### config.mk
export PLATFORM = sky130hd
export DESIGN_NAME = framebuffer_pixel_writer_top
export DESIGN_NICKNAME = d
export VERILOG_FILES = /design/src/rtl/fbpw_pkg.sv /design/src/rtl/fbpw_cfg_regs.sv /design/src/rtl/fbpw_colour_pack.sv /design/src/rtl/fbpw_addr_gen.sv /design/src/rtl/framebuffer_pixel_writer_top.sv
export SDC_FILE = /design/constraint.sdc
export NUM_CORES = 1
export LEC_CHECK = 0
export BUFFER_PORTS_ARGS = -buffer_cell sky130_fd_sc_hd__buf_2
export CELL_PAD_IN_SITES_DETAIL_PLACEMENT = 1
export CELL_PAD_IN_SITES_GLOBAL_PLACEMENT = 1
export CORE_MARGIN = 2
export CORE_UTILIZATION = 53
export DETAILED_ROUTE_END_ITERATION = 6
export GPL_TIMING_DRIVEN = 0
export PLACE_DENSITY = 0.92
export SETUP_SLACK_MARGIN = 0.15
export SLEW_MARGIN = 25
export SYNTH_ARGS = -nofsm -noshare
export SYNTH_HDL_FRONTEND = slang
export SYNTH_SLANG_ARGS = --single-unit
### constraint.sdc
create_clock -name clk -period 10.49 [get_ports clk]
set_clock_uncertainty 0.1 [all_clocks]
set_input_delay 0.5245 -clock clk [delete_from_list [all_inputs] [get_ports clk]]
set_output_delay 0.5245 -clock clk [all_outputs]
set_load 0.02 [all_outputs]
### src/rtl/fbpw_pkg.sv
// Shared types, constants and register codes of the framebuffer pixel writer.
package fbpw_pkg;

	// Field widths
	localparam int COORD_BITS  = 12;
	localparam int STRIDE_BITS = 16;
	localparam int OFFSET_BITS = COORD_BITS + STRIDE_BITS;
	localparam int LEVEL_BITS  = 8;
	localparam int WORD_BITS   = 32;
	localparam int BPP_BITS    = 6;
	localparam int SIZE_BITS   = 4;
	localparam int SHIFT_BITS  = 5;
	localparam int KIND_BITS   = 2;
	localparam int BYTES_BITS  = 4;

	// Configuration port: the data bus is as wide as the widest register.
	localparam int CFG_INDEX_BITS = 3;
	localparam int CFG_DATA_BITS  = STRIDE_BITS;

	// Register indexes
	localparam logic [CFG_INDEX_BITS-1:0] REG_LINE_STRIDE    = 3'd0;
	localparam logic [CFG_INDEX_BITS-1:0] REG_PIXEL_DEPTH    = 3'd1;
	localparam logic [CFG_INDEX_BITS-1:0] REG_RED_SIZE       = 3'd2;
	localparam logic [CFG_INDEX_BITS-1:0] REG_RED_SHIFT      = 3'd3;
	localparam logic [CFG_INDEX_BITS-1:0] REG_GREEN_SIZE     = 3'd4;
	localparam logic [CFG_INDEX_BITS-1:0] REG_GREEN_SHIFT    = 3'd5;
	localparam logic [CFG_INDEX_BITS-1:0] REG_BLUE_SIZE      = 3'd6;
	localparam logic [CFG_INDEX_BITS-1:0] REG_BLUE_SHIFT     = 3'd7;

	// Supported pixel depths
	localparam logic [BPP_BITS-1:0] BPP_8  = 6'd8;
	localparam logic [BPP_BITS-1:0] BPP_14 = 6'd14;
	localparam logic [BPP_BITS-1:0] BPP_15 = 6'd15;
	localparam logic [BPP_BITS-1:0] BPP_16 = 6'd16;
	localparam logic [BPP_BITS-1:0] BPP_24 = 6'd24;
	localparam logic [BPP_BITS-1:0] BPP_32 = 6'd32;

	// Write width codes
	localparam logic [KIND_BITS-1:0] KIND_NONE     = 2'd0;
	localparam logic [KIND_BITS-1:0] KIND_BYTE     = 2'd1;
	localparam logic [KIND_BITS-1:0] KIND_HALFWORD = 2'd2;
	localparam logic [KIND_BITS-1:0] KIND_WORD     = 2'd3;

	// Channel size at which the full 8-bit channel is kept
	localparam logic [SIZE_BITS-1:0] SIZE_FULL = 4'd8;

	// Register contents after reset
	localparam logic [STRIDE_BITS-1:0] RST_LINE_STRIDE    = '0;
	localparam logic [BPP_BITS-1:0]    RST_PIXEL_DEPTH    = BPP_32;
	localparam logic [SIZE_BITS-1:0]   RST_SIZE           = SIZE_FULL;
	localparam logic [SHIFT_BITS-1:0]  RST_RED_SHIFT      = 5'd16;
	localparam logic [SHIFT_BITS-1:0]  RST_GREEN_SHIFT    = 5'd8;
	localparam logic [SHIFT_BITS-1:0]  RST_BLUE_SHIFT     = 5'd0;

	// One colour channel's layout in the pixel word
	typedef struct packed {
		logic [SIZE_BITS-1:0]  size;
		logic [SHIFT_BITS-1:0] shift;
	} chan_fmt_t;

	// Complete configuration as seen by the datapath
	typedef struct packed {
		logic [STRIDE_BITS-1:0] line_stride;
		logic [BPP_BITS-1:0]    pixel_depth;
		chan_fmt_t              red;
		chan_fmt_t              green;
		chan_fmt_t              blue;
	} cfg_t;

endpackage

### src/rtl/fbpw_cfg_regs.sv
// Configuration register file of the framebuffer pixel writer.
module fbpw_cfg_regs
	import fbpw_pkg::*;
(
	input  logic                      clk,
	input  logic                      arst_n,
	input  logic                      cfg_we,
	input  logic [CFG_INDEX_BITS-1:0] cfg_index,
	input  logic [CFG_DATA_BITS-1:0]  cfg_data,
	output cfg_t                      cfg
);

	cfg_t cfg_q;

	// Each write lands in the register named by the index, low bits kept.
	always_ff @(posedge clk or negedge arst_n) begin
		if (!arst_n) begin
			cfg_q.line_stride    <= RST_LINE_STRIDE;
			cfg_q.pixel_depth    <= RST_PIXEL_DEPTH;
			cfg_q.red.size       <= RST_SIZE;
			cfg_q.red.shift      <= RST_RED_SHIFT;
			cfg_q.green.size     <= RST_SIZE;
			cfg_q.green.shift    <= RST_GREEN_SHIFT;
			cfg_q.blue.size      <= RST_SIZE;
			cfg_q.blue.shift     <= RST_BLUE_SHIFT;
		end else if (cfg_we) begin
			unique case (cfg_index)
				REG_LINE_STRIDE:    cfg_q.line_stride    <= cfg_data[STRIDE_BITS-1:0];
				REG_PIXEL_DEPTH:    cfg_q.pixel_depth    <= cfg_data[BPP_BITS-1:0];
				REG_RED_SIZE:       cfg_q.red.size       <= cfg_data[SIZE_BITS-1:0];
				REG_RED_SHIFT:      cfg_q.red.shift      <= cfg_data[SHIFT_BITS-1:0];
				REG_GREEN_SIZE:     cfg_q.green.size     <= cfg_data[SIZE_BITS-1:0];
				REG_GREEN_SHIFT:    cfg_q.green.shift    <= cfg_data[SHIFT_BITS-1:0];
				REG_BLUE_SIZE:      cfg_q.blue.size      <= cfg_data[SIZE_BITS-1:0];
				REG_BLUE_SHIFT:     cfg_q.blue.shift     <= cfg_data[SHIFT_BITS-1:0];
				default: ;
			endcase
		end
	end

	assign cfg = cfg_q;

endmodule

### src/rtl/fbpw_colour_pack.sv
// Colour ramp and pixel word packing of the framebuffer pixel writer.
module fbpw_colour_pack
	import fbpw_pkg::*;
(
	input  logic [LEVEL_BITS-1:0] level,
	input  chan_fmt_t             red_fmt,
	input  chan_fmt_t             green_fmt,
	input  chan_fmt_t             blue_fmt,
	output logic [WORD_BITS-1:0]  pixel_word
);

	// Keep the top bits of a channel and move them to their place in the word.
	// Shifting the 8-bit channel right by (8 - size) leaves exactly size bits.
	function automatic logic [WORD_BITS-1:0] place_channel(
		input logic [LEVEL_BITS-1:0] chan,
		input chan_fmt_t             fmt
	);
		logic [SIZE_BITS-1:0]  size_sat;
		logic [SIZE_BITS-1:0]  drop;
		logic [LEVEL_BITS-1:0] kept;
		size_sat = (fmt.size > SIZE_FULL) ? SIZE_FULL : fmt.size;
		drop     = SIZE_FULL - size_sat;
		kept     = chan >> drop;
		return {{(WORD_BITS-LEVEL_BITS){1'b0}}, kept} << fmt.shift;
	endfunction

	logic [LEVEL_BITS-1:0] red;
	logic [LEVEL_BITS-1:0] green;
	logic [LEVEL_BITS-1:0] blue;

	// Ramp: red follows the level, green falls as it rises, blue is half of it.
	assign red   = level;
	assign green = ~level;
	assign blue  = level >> 1;

	assign pixel_word = place_channel(red, red_fmt)
	                  | place_channel(green, green_fmt)
	                  | place_channel(blue, blue_fmt);

endmodule

### src/rtl/fbpw_addr_gen.sv
// Write width decode and byte offset calculation of the framebuffer pixel writer.
module fbpw_addr_gen
	import fbpw_pkg::*;
(
	input  logic [COORD_BITS-1:0]  column,
	input  logic [COORD_BITS-1:0]  row,
	input  logic [STRIDE_BITS-1:0] line_stride,
	input  logic [BPP_BITS-1:0]    pixel_depth,
	output logic [OFFSET_BITS-1:0] byte_offset,
	output logic [KIND_BITS-1:0]   write_kind
);

	logic [BPP_BITS:0]              bpp_round;
	logic [BYTES_BITS-1:0]          bytes_pp;
	logic [OFFSET_BITS-1:0]         line_part;
	logic [COORD_BITS+BYTES_BITS-1:0] column_part;
	logic [OFFSET_BITS:0]           offset_sum;

	// Pixel depth decides the width of the memory write.
	always_comb begin
		unique case (pixel_depth) inside
			BPP_8:                  write_kind = KIND_BYTE;
			BPP_14, BPP_15, BPP_16: write_kind = KIND_HALFWORD;
			BPP_24, BPP_32:         write_kind = KIND_WORD;
			default:                write_kind = KIND_NONE;
		endcase
	end

	// Bytes per pixel is the depth rounded up to whole bytes.
	assign bpp_round = {1'b0, pixel_depth} + (BPP_BITS+1)'(7);
	assign bytes_pp  = bpp_round[BPP_BITS:3];

	// Row times stride plus column times bytes per pixel, wrapped to the offset width.
	assign line_part   = row * line_stride;
	assign column_part = column * bytes_pp;
	assign offset_sum  = {1'b0, line_part}
	                   + (OFFSET_BITS+1)'(column_part);

	assign byte_offset = (write_kind == KIND_NONE) ? '0 : offset_sum[OFFSET_BITS-1:0];

endmodule

### src/rtl/framebuffer_pixel_writer_top.sv
// Framebuffer pixel writer: request register, colour and address logic, result register.
// A request accepted into the request register passes through the colour and address logic
// into the result register, whose valid flag drives done.
// Throughput: one request per cycle; busy stays low, so start may be held high.
// Each result is shown with done for one cycle; the receiver cannot stall it.
// Reset (arst_n low) clears both pipeline valid flags and restores register defaults.
module framebuffer_pixel_writer_top
	import fbpw_pkg::*;
(
	input  logic                      clk,
	input  logic                      arst_n,
	input  logic                      start,
	output logic                      busy,
	input  logic [COORD_BITS-1:0]     column,
	input  logic [COORD_BITS-1:0]     row,
	input  logic [LEVEL_BITS-1:0]     level,
	input  logic                      cfg_we,
	input  logic [CFG_INDEX_BITS-1:0] cfg_index,
	input  logic [CFG_DATA_BITS-1:0]  cfg_data,
	output logic                      done,
	output logic [OFFSET_BITS-1:0]    byte_offset,
	output logic [WORD_BITS-1:0]      pixel_word,
	output logic [KIND_BITS-1:0]      write_kind
);

	cfg_t                   cfg;
	logic                   accept;
	logic                   valid_s1;
	logic [COORD_BITS-1:0]  column_s1;
	logic [COORD_BITS-1:0]  row_s1;
	logic [LEVEL_BITS-1:0]  level_s1;
	logic [WORD_BITS-1:0]   packed_word;
	logic [OFFSET_BITS-1:0] offset_calc;
	logic [KIND_BITS-1:0]   kind_calc;
	logic                   valid_s2;
	logic [OFFSET_BITS-1:0] byte_offset_s2;
	logic [WORD_BITS-1:0]   pixel_word_s2;
	logic [KIND_BITS-1:0]   write_kind_s2;

	// The pipeline never holds back a request.
	assign busy   = 1'b0;
	assign accept = start && !busy;

	fbpw_cfg_regs u_cfg_regs (
		.clk       (clk),
		.arst_n    (arst_n),
		.cfg_we    (cfg_we),
		.cfg_index (cfg_index),
		.cfg_data  (cfg_data),
		.cfg       (cfg)
	);

	// Request register
	always_ff @(posedge clk or negedge arst_n) begin
		if (!arst_n) begin
			valid_s1 <= 1'b0;
		end else begin
			valid_s1 <= accept;
		end
	end

	always_ff @(posedge clk) begin
		if (accept) begin
			column_s1 <= column;
			row_s1    <= row;
			level_s1  <= level;
		end
	end

	fbpw_colour_pack u_colour_pack (
		.level      (level_s1),
		.red_fmt    (cfg.red),
		.green_fmt  (cfg.green),
		.blue_fmt   (cfg.blue),
		.pixel_word (packed_word)
	);

	fbpw_addr_gen u_addr_gen (
		.column      (column_s1),
		.row         (row_s1),
		.line_stride (cfg.line_stride),
		.pixel_depth (cfg.pixel_depth),
		.byte_offset (offset_calc),
		.write_kind  (kind_calc)
	);

	// Result register; an unsupported depth gives an all-zero result.
	always_ff @(posedge clk or negedge arst_n) begin
		if (!arst_n) begin
			valid_s2 <= 1'b0;
		end else begin
			valid_s2 <= valid_s1;
		end
	end

	always_ff @(posedge clk) begin
		if (valid_s1) begin
			byte_offset_s2 <= offset_calc;
			pixel_word_s2  <= (kind_calc == KIND_NONE) ? '0 : packed_word;
			write_kind_s2  <= kind_calc;
		end
	end

	assign done        = valid_s2;
	assign byte_offset = byte_offset_s2;
	assign pixel_word  = pixel_word_s2;
	assign write_kind  = write_kind_s2;

endmodule

==> out/results.ini, run 1 <==
[status]
outcome = completed

[detailed_routing]
firstDrtPassIters = 5
wire_per_inst_um = 28.04
vias_per_cell = 6.475
drc_errors = 0
wl_mm = 64.03
initialDrtViolationCount = 1304
drtAntennaViolNets = 0
vias = 14790

[floorplan]
die_h_um = 181.0
start_util_pct = 54.02
ios = 119
die-area_um2 = 32770
die_w_um = 181.0
num_rows = 64
core_um2 = 30750

[clock_tree]
insertion_delay_ns = 0.48
cts_inserted_buffers = 17
cts_tree = done
cts_hold_buf = 0
clockBufferDepth = 2
clkTransAtPathRegs_ns = 0.08
clkSinkCount = 145
htreeDepth = 4
cts.repair.resized = 0
root_buffer = clkbuf_16
cts_setup_buffers = 0

[setup_path]
worstPathArrival_ns = 8.58
crit_top_cell = fa_1
path_cells = or3_1 > nand2_1 > xor2_1 > clkbuf_1 > nor2b_1 > fa_1 > fa_1 > inv_1 > fa_1 > fa_1 > fa_1 > inv_1 > fa_1 > ha_1 > a211oi_1 > o211ai_1 > a31oi_1 > a2111oi_0 > o41a_1 > a221oi_1 > xor2_1 > nor2_1
worst_path_dominant_cell_family = adder cells
required_ns = 10.58
critPathSlowestCell = a31oi_1
slowest_delay_ns = 0.62
critPathBufInv = 3
worst-setup-path-type = reg -> reg
r2r_start = u_cfg_regs.cfg[29]$_DFFE_PN0P_
crit_start = u_cfg_regs.cfg[29]$_DFFE_PN0P_
endpoint_kind = register
start_kind = register
worst-path-max-fanout = 10

[place]
place.gp.congestion = 0.9639
placed_cell_area_um2 = 17720
hpwl_mm = 47.33
port-buffer-count = 115

[run]
drv_cap = 0

[yosys]
synthArstFlopShare_pct = 35.17
synth_cell_types = 93
yosys_warnings = 0
synth_area_leader_cell = fa_1
syn-mean-instance-area_um2 = 9.557
synthCells = 1738
synth_area_um2 = 16610
synth_edf_count = 94
synth_nets = 2083
yosysSeqAreaShare_pct = 24.72
ys.flop_type = edfxtp_1
synth_top_area_share_pct = 22.42
synth_area_leaders = fa_1 22%, edfxtp_1 17%, ha_1 7.8%
yosys_register_bits = 145

[timing]
tightest_slew_ns = 1.159
period_share_pct = 80.98
setup-tns-final_ns = 0
hold_violations = 0
relSlewSlack_pct = 22.51
period_needed_ns = 8.495
max_freq_ghz = 0.1177
rsz0062_at_grt = false
finalSetupViolations = 0
final_max_slew_viol_count = 0

[final_layout]
stdcell_area_um2 = 18340
nNetsFinal = 2218
final_cell_mix = 259 x inv_1, 195 x nand2_1, 186 x fa_1
fillCellCount = 3503
layout-drive-gt1-share_pct = 13.79
syn_to_final_growth_pct = 10.42
final_common_cell = inv_1

[hold_path]
hold_class = in -> async

[global_route]
track_usage_pct = 39.85
grt_pass1_vias = 16320
grt_pass1_wl_mm = 97.45
gr-total-overflow = 0
antenna_found_initial = 3
grt_max_degree = 53

## metal layers
| metal | GRT usage (%) | part of all wire (%) | routed length [um] |
|---|---|---|---|
| met2 | 66.42 | 48 | 30490 |
| met4 | 26.11 | 7.4 | 4726 |
| met5 | 0 | 0.020 | 13 |
| met3 | 9.434 | 8.8 | 5630 |
| met1 | 46.14 | 36 | 23170 |
## cells in the mapped netlist, types with 6 or more instances
| master | count |
|---|---|
| a211oi_1 | 12 |
| a21o_1 | 15 |
| a32oi_1 | 11 |
| xor2_1 | 13 |
| clkbuf_1 | 72 |
| edfxtp_1 | 94 |
| or3_1 | 10 |
| a2111oi_0 | 6 |
| a21oi_1 | 37 |
| dfrtp_1 | 45 |
| fa_1 | 186 |
| o21a_1 | 7 |
| xnor2_1 | 14 |
| nor3_1 | 27 |
| nand3_1 | 24 |
| nand2_1 | 195 |
| inv_1 | 259 |
| and2_1 | 106 |
| mux2_2 | 60 |
| buf_2 | 9 |
| or4_1 | 7 |
| nor2b_1 | 37 |
| and3_1 | 11 |
| nor2_1 | 86 |
| mux2i_1 | 32 |
| a31oi_1 | 23 |
| o211ai_1 | 13 |
| nand2b_1 | 33 |
| dfstp_2 | 6 |
| o31ai_1 | 6 |
| o22ai_1 | 11 |
| o21ai_0 | 25 |
| ha_1 | 104 |
| a31o_2 | 7 |
## worst reg2reg max path, stage by stage (launching register included)
cell and delay [ns]:
dfrtp_1 0.42, or3_1 0.46, nand2_1 0.13, xor2_1 0.32, clkbuf_1 0.51, nor2b_1 0.18, fa_1 0.50, fa_1 0.54
inv_1 0.07, fa_1 0.40, fa_1 0.51, fa_1 0.52, inv_1 0.07, fa_1 0.43, ha_1 0.38, a211oi_1 0.25
o211ai_1 0.19, a31oi_1 0.62, a2111oi_0 0.33, o41a_1 0.58, a221oi_1 0.47, xor2_1 0.19, nor2_1 0.05
## layout make-up
type	instances	area (um^2)	share of cell area [%]
antenna	2	5.005	0.02729
buffer	85	341.6	1.862
clock buffer	20	500.5	2.729
clock inverter	12	120.1	0.6548
inverter	263	989.7	5.396
multi-input combinational	1245	11170	60.92
sequential	145	4110	22.41
tap	396	495.5	2.701
timing repair buffer	116	605.6	3.302
## through the flow
step | std cells | utilization, % | hold WS [ns] | setup WS [ns]
after floorplan | 1738 | - | 0.1289 | 3.774
after global placement | 2249 | 57.50 | 0.4281 | 2.683
after detailed placement | 2250 | 57.61 | 0.4475 | 2.245
after CTS | 2282 | 59.63 | 0.05042 | 1.907
after global routing | 2282 | 59.64 | 0.08347 | 1.771
final | 2284 | 59.65 | 0.02857 | 1.995
## state kept, by name (all words and copies together) (netlist names)
signal	count
row_s1	12
u_cfg_regs.cfg	49
column_s1	12
pixel_word	32
write_kind	2
valid_s1	1
byte_offset	28
level_s1	8
done	1
## worst paths after layout
kind / to / slack, ns / cells past startpoint
min in group clk: row_s1[7]$_DFFE_PP_ / 0.12 / 1
worst max register to register: byte_offset[25]$_SDFFCE_PN0P_ / 2.00 / 22
worst min register to register: u_cfg_regs.cfg[46]$_DFFE_PN0P_ / 0.46 / 1
max in group asynchronous: valid_s1$_DFF_PN0_ / 9.69 / 1
worst max-delay path: byte_offset[25]$_SDFFCE_PN0P_ / 2.00 / 22
worst min-delay path: u_cfg_regs.cfg[48]$_DFFE_PN0P_ / 0.03 / 1
## logic make-up (layout without fill, tap and decap cells)
family | after synthesis | count (layout) | share of synthesized area, %
flops | 145 | 145 | 24.72
other cells | 1 | 3 | 0.02258
simple gates | 574 | 574 | 17.50
fa+ha+maj | 290 | 290 | 30.25
mux | 95 | 95 | 6.403
compound gates | 257 | 257 | 11.57
buf+inv | 348 | 496 | 8.014
xor+xnor | 28 | 28 | 1.522
Power of run 1 is left out: the tool's default activity adds up to more than one toggle a clock period on the data nets, which glitch-free logic cannot reach.
==> run 2, diff against run 1 <==
Settings changed: CORE_UTILIZATION 53 to 44, PLACE_DENSITY 0.92 to 0.82.
Clock period 10.49 ns to 7.71 ns, I/O delays scaled along.
==> run 2 against run 1 <==
  * The run now ends with design-rule violations left
  * Design area grew 2.8%
  * Count of clock-buffer cells in the layout down 1
  * Sequential share of layout area shrank 0.61 points
  * Cell count is 6.5% higher
  * Flip-flop and latch count stayed put
  * Maximum frequency increased by 15%
  * Critical path depth stayed put
  * First-iteration DRC count fell by 19%
==> out/results.ini, run 2 (synthesized netlist as in run 1, its figures left out) <==
[detailed_routing]
drtAntennaViolNets = 0
wire_per_inst_um = 23.75
initialDrtViolationCount = 1050
vias = 14090
drc_errors = 2
firstDrtPassIters = 7
vias_per_cell = 5.792
wl_mm = 57.79

[place]
hpwl_mm = 44.01
place.gp.congestion = 0.9650
place_ws_ns = -0.3229
port-buffer-count = 115

[global_route]
met3_usage_pct = 4.565
grt_max_degree = 52
grt_pass1_vias = 15390
track_usage_pct = 30.27
grt_pass1_wl_mm = 89.69
top_usage_layer = met2
grt_util_met1_pct = 39.39
antenna_found_initial = 1
grtUsageMet2_pct = 50.99
gr-total-overflow = 0

[setup_path]
regToRegSetupSlack_ns = 0.35
r2r_start = u_cfg_regs.cfg[29]$_DFFE_PN0P_
endpoint_kind = register
required_ns = 7.89
path_cells = or3_1 > nand3_1 > nor2_1 > clkbuf_2 > and2_1 > fa_1 > fa_1 > inv_1 > fa_1 > fa_1 > fa_1 > inv_1 > fa_1 > ha_1 > o21a_1 > o211ai_1 > a2111o_1 > a21oi_2 > nor2_1 > o21ai_1 > nand4_1 > o211ai_1
worst-path-max-fanout = 10
critPathSlowestCell = a2111o_1
crit_top_cell = fa_1
worst-setup-path-type = reg -> reg
slowest_delay_ns = 0.55
r2r_end = byte_offset[24]$_SDFFCE_PN0P_
worstPathArrival_ns = 7.54
r2r_cells = 22
start_kind = register

[floorplan]
die_w_um = 198.3
ios = 119
die-area_um2 = 39320
start_util_pct = 44.41
num_rows = 71
core_um2 = 37400
die_h_um = 198.3

[clock_tree]
clockBufferDepth = 2
insertion_delay_ns = 0.48
root_buffer = clkbuf_16
clkSinkCount = 145
htreeDepth = 4
clkTransAtPathRegs_ns = 0.07
cts_inserted_buffers = 17
cts_tree = done

[timing]
finalSetupViolations = 0
setup-tns-final_ns = 0
fin_ws_ns = 0.3519
period_share_pct = 95.44
hold_violations = 0
final_max_slew_viol_count = 0
max_freq_ghz = 0.1359
period_needed_ns = 7.358
rsz0062_at_grt = false
relSlewSlack_pct = 30.35
tightest_slew_ns = 1.045

[final_layout]
antenna_cells = 0
final_cell_mix = 259 x inv_1, 195 x nand2_1, 186 x fa_1
fillCellCount = 4314
final_common_cell = inv_1
nNetsFinal = 2254
layout-drive-gt1-share_pct = 14.36
syn_to_final_growth_pct = 13.51
largest_register_ffs = 49

[run]
drv_cap = 0

[status]
outcome = finished, violations left
violations = design-rule violations

[hold_path]
hold_class = in -> reg
whs_endpoint = level_s1[0]$_DFFE_PP_
min_path_cells = 1
min_from = level[0]

run 2: cell types whose count changed in the layout (fill, tap and decap cells not counted), sizes merged:
cell,before,now
dlygate4sd3,0,32
buf,129,135
clkbuf,92,89
clkinv,5,7
diode,2,0
inv,270,269
run 2: area by class of cell:
cell class / count / area, um^2 / area share (%)
Inverter: 263 / 989.7 / 5.249
Clock inverter: 13 / 98.84 / 0.5242
Sequential cell: 145 / 4110 / 21.80
Timing Repair Buffer: 152 / 968.4 / 5.136
Tap cell: 511 / 639.4 / 3.391
Buffer: 85 / 354.1 / 1.878
Clock buffer: 19 / 442.9 / 2.349
Multi-Input combinational cell: 1245 / 11250 / 59.67
run 2: per-layer routing:
layer | part of all wire [%] | vias to the layer above
met4 | 3.3 | 2
met1 | 42 | 7235
li1 | - | 6194
met3 | 5.8 | 119
met5 | 0.029 | -
met2 | 49 | 542
run 2: worst max-delay path by stage:
stage,from,to,cells past startpoint,slack (ns)
global placement,u_cfg_regs.cfg[29]$_DFFE_PN0P_,byte_offset[27]$_SDFFCE_PN0P_,22,-0.33
finish,u_cfg_regs.cfg[29]$_DFFE_PN0P_,byte_offset[24]$_SDFFCE_PN0P_,22,0.35
global route,u_cfg_regs.cfg[29]$_DFFE_PN0P_,byte_offset[22]$_SDFFCE_PN0P_,21,0.10
CTS,u_cfg_regs.cfg[29]$_DFFE_PN0P_,byte_offset[25]$_SDFFCE_PN0P_,22,0.15
detailed placement,u_cfg_regs.cfg[29]$_DFFE_PN0P_,byte_offset[27]$_SDFFCE_PN0P_,22,-0.32
floorplan,u_cfg_regs.cfg[29]$_DFFE_PN0P_,byte_offset[25]$_SDFFCE_PN0P_,22,0.99
run 2: per-stage QoR:
stage	utilization, %	hold slack [ns]	std cells	cell area, um^2
global placement	47.66	0.4078	2364	17830
floorplan	-	-0.01009	1738	16610
detailed placement	47.79	0.3995	2365	17870
global route	50.42	0.01659	2433	18860
CTS	50.21	0.007696	2429	18780
finish	50.42	0.02027	2433	18860
run 2: worst max-delay path: cells and delay by family, from the launching register on:
| family | cells | cell delay (ns) |
|---|---|---|
| flip-flops | 1 | 0.41 |
| AO/OA/AOI/OAI | 6 | 1.66 |
| buffers and inverters | 3 | 0.34 |
| adder cells (fa/ha/maj) | 7 | 3.32 |
| AND/OR/NAND/NOR | 6 | 1.31 |
run 2: what timing repair did:
item / CTS / global route
endpoints found under the setup margin: 10 / 9
pin swaps: 0 / 5
hold buffers: 32 / 0
buffers inserted: 0 / 4
gates resized for setup: 10 / 12
endpoints found under the hold margin: 76 / 0
gates cloned: 0 / 0
Power of run 2 is left out for the same reason.
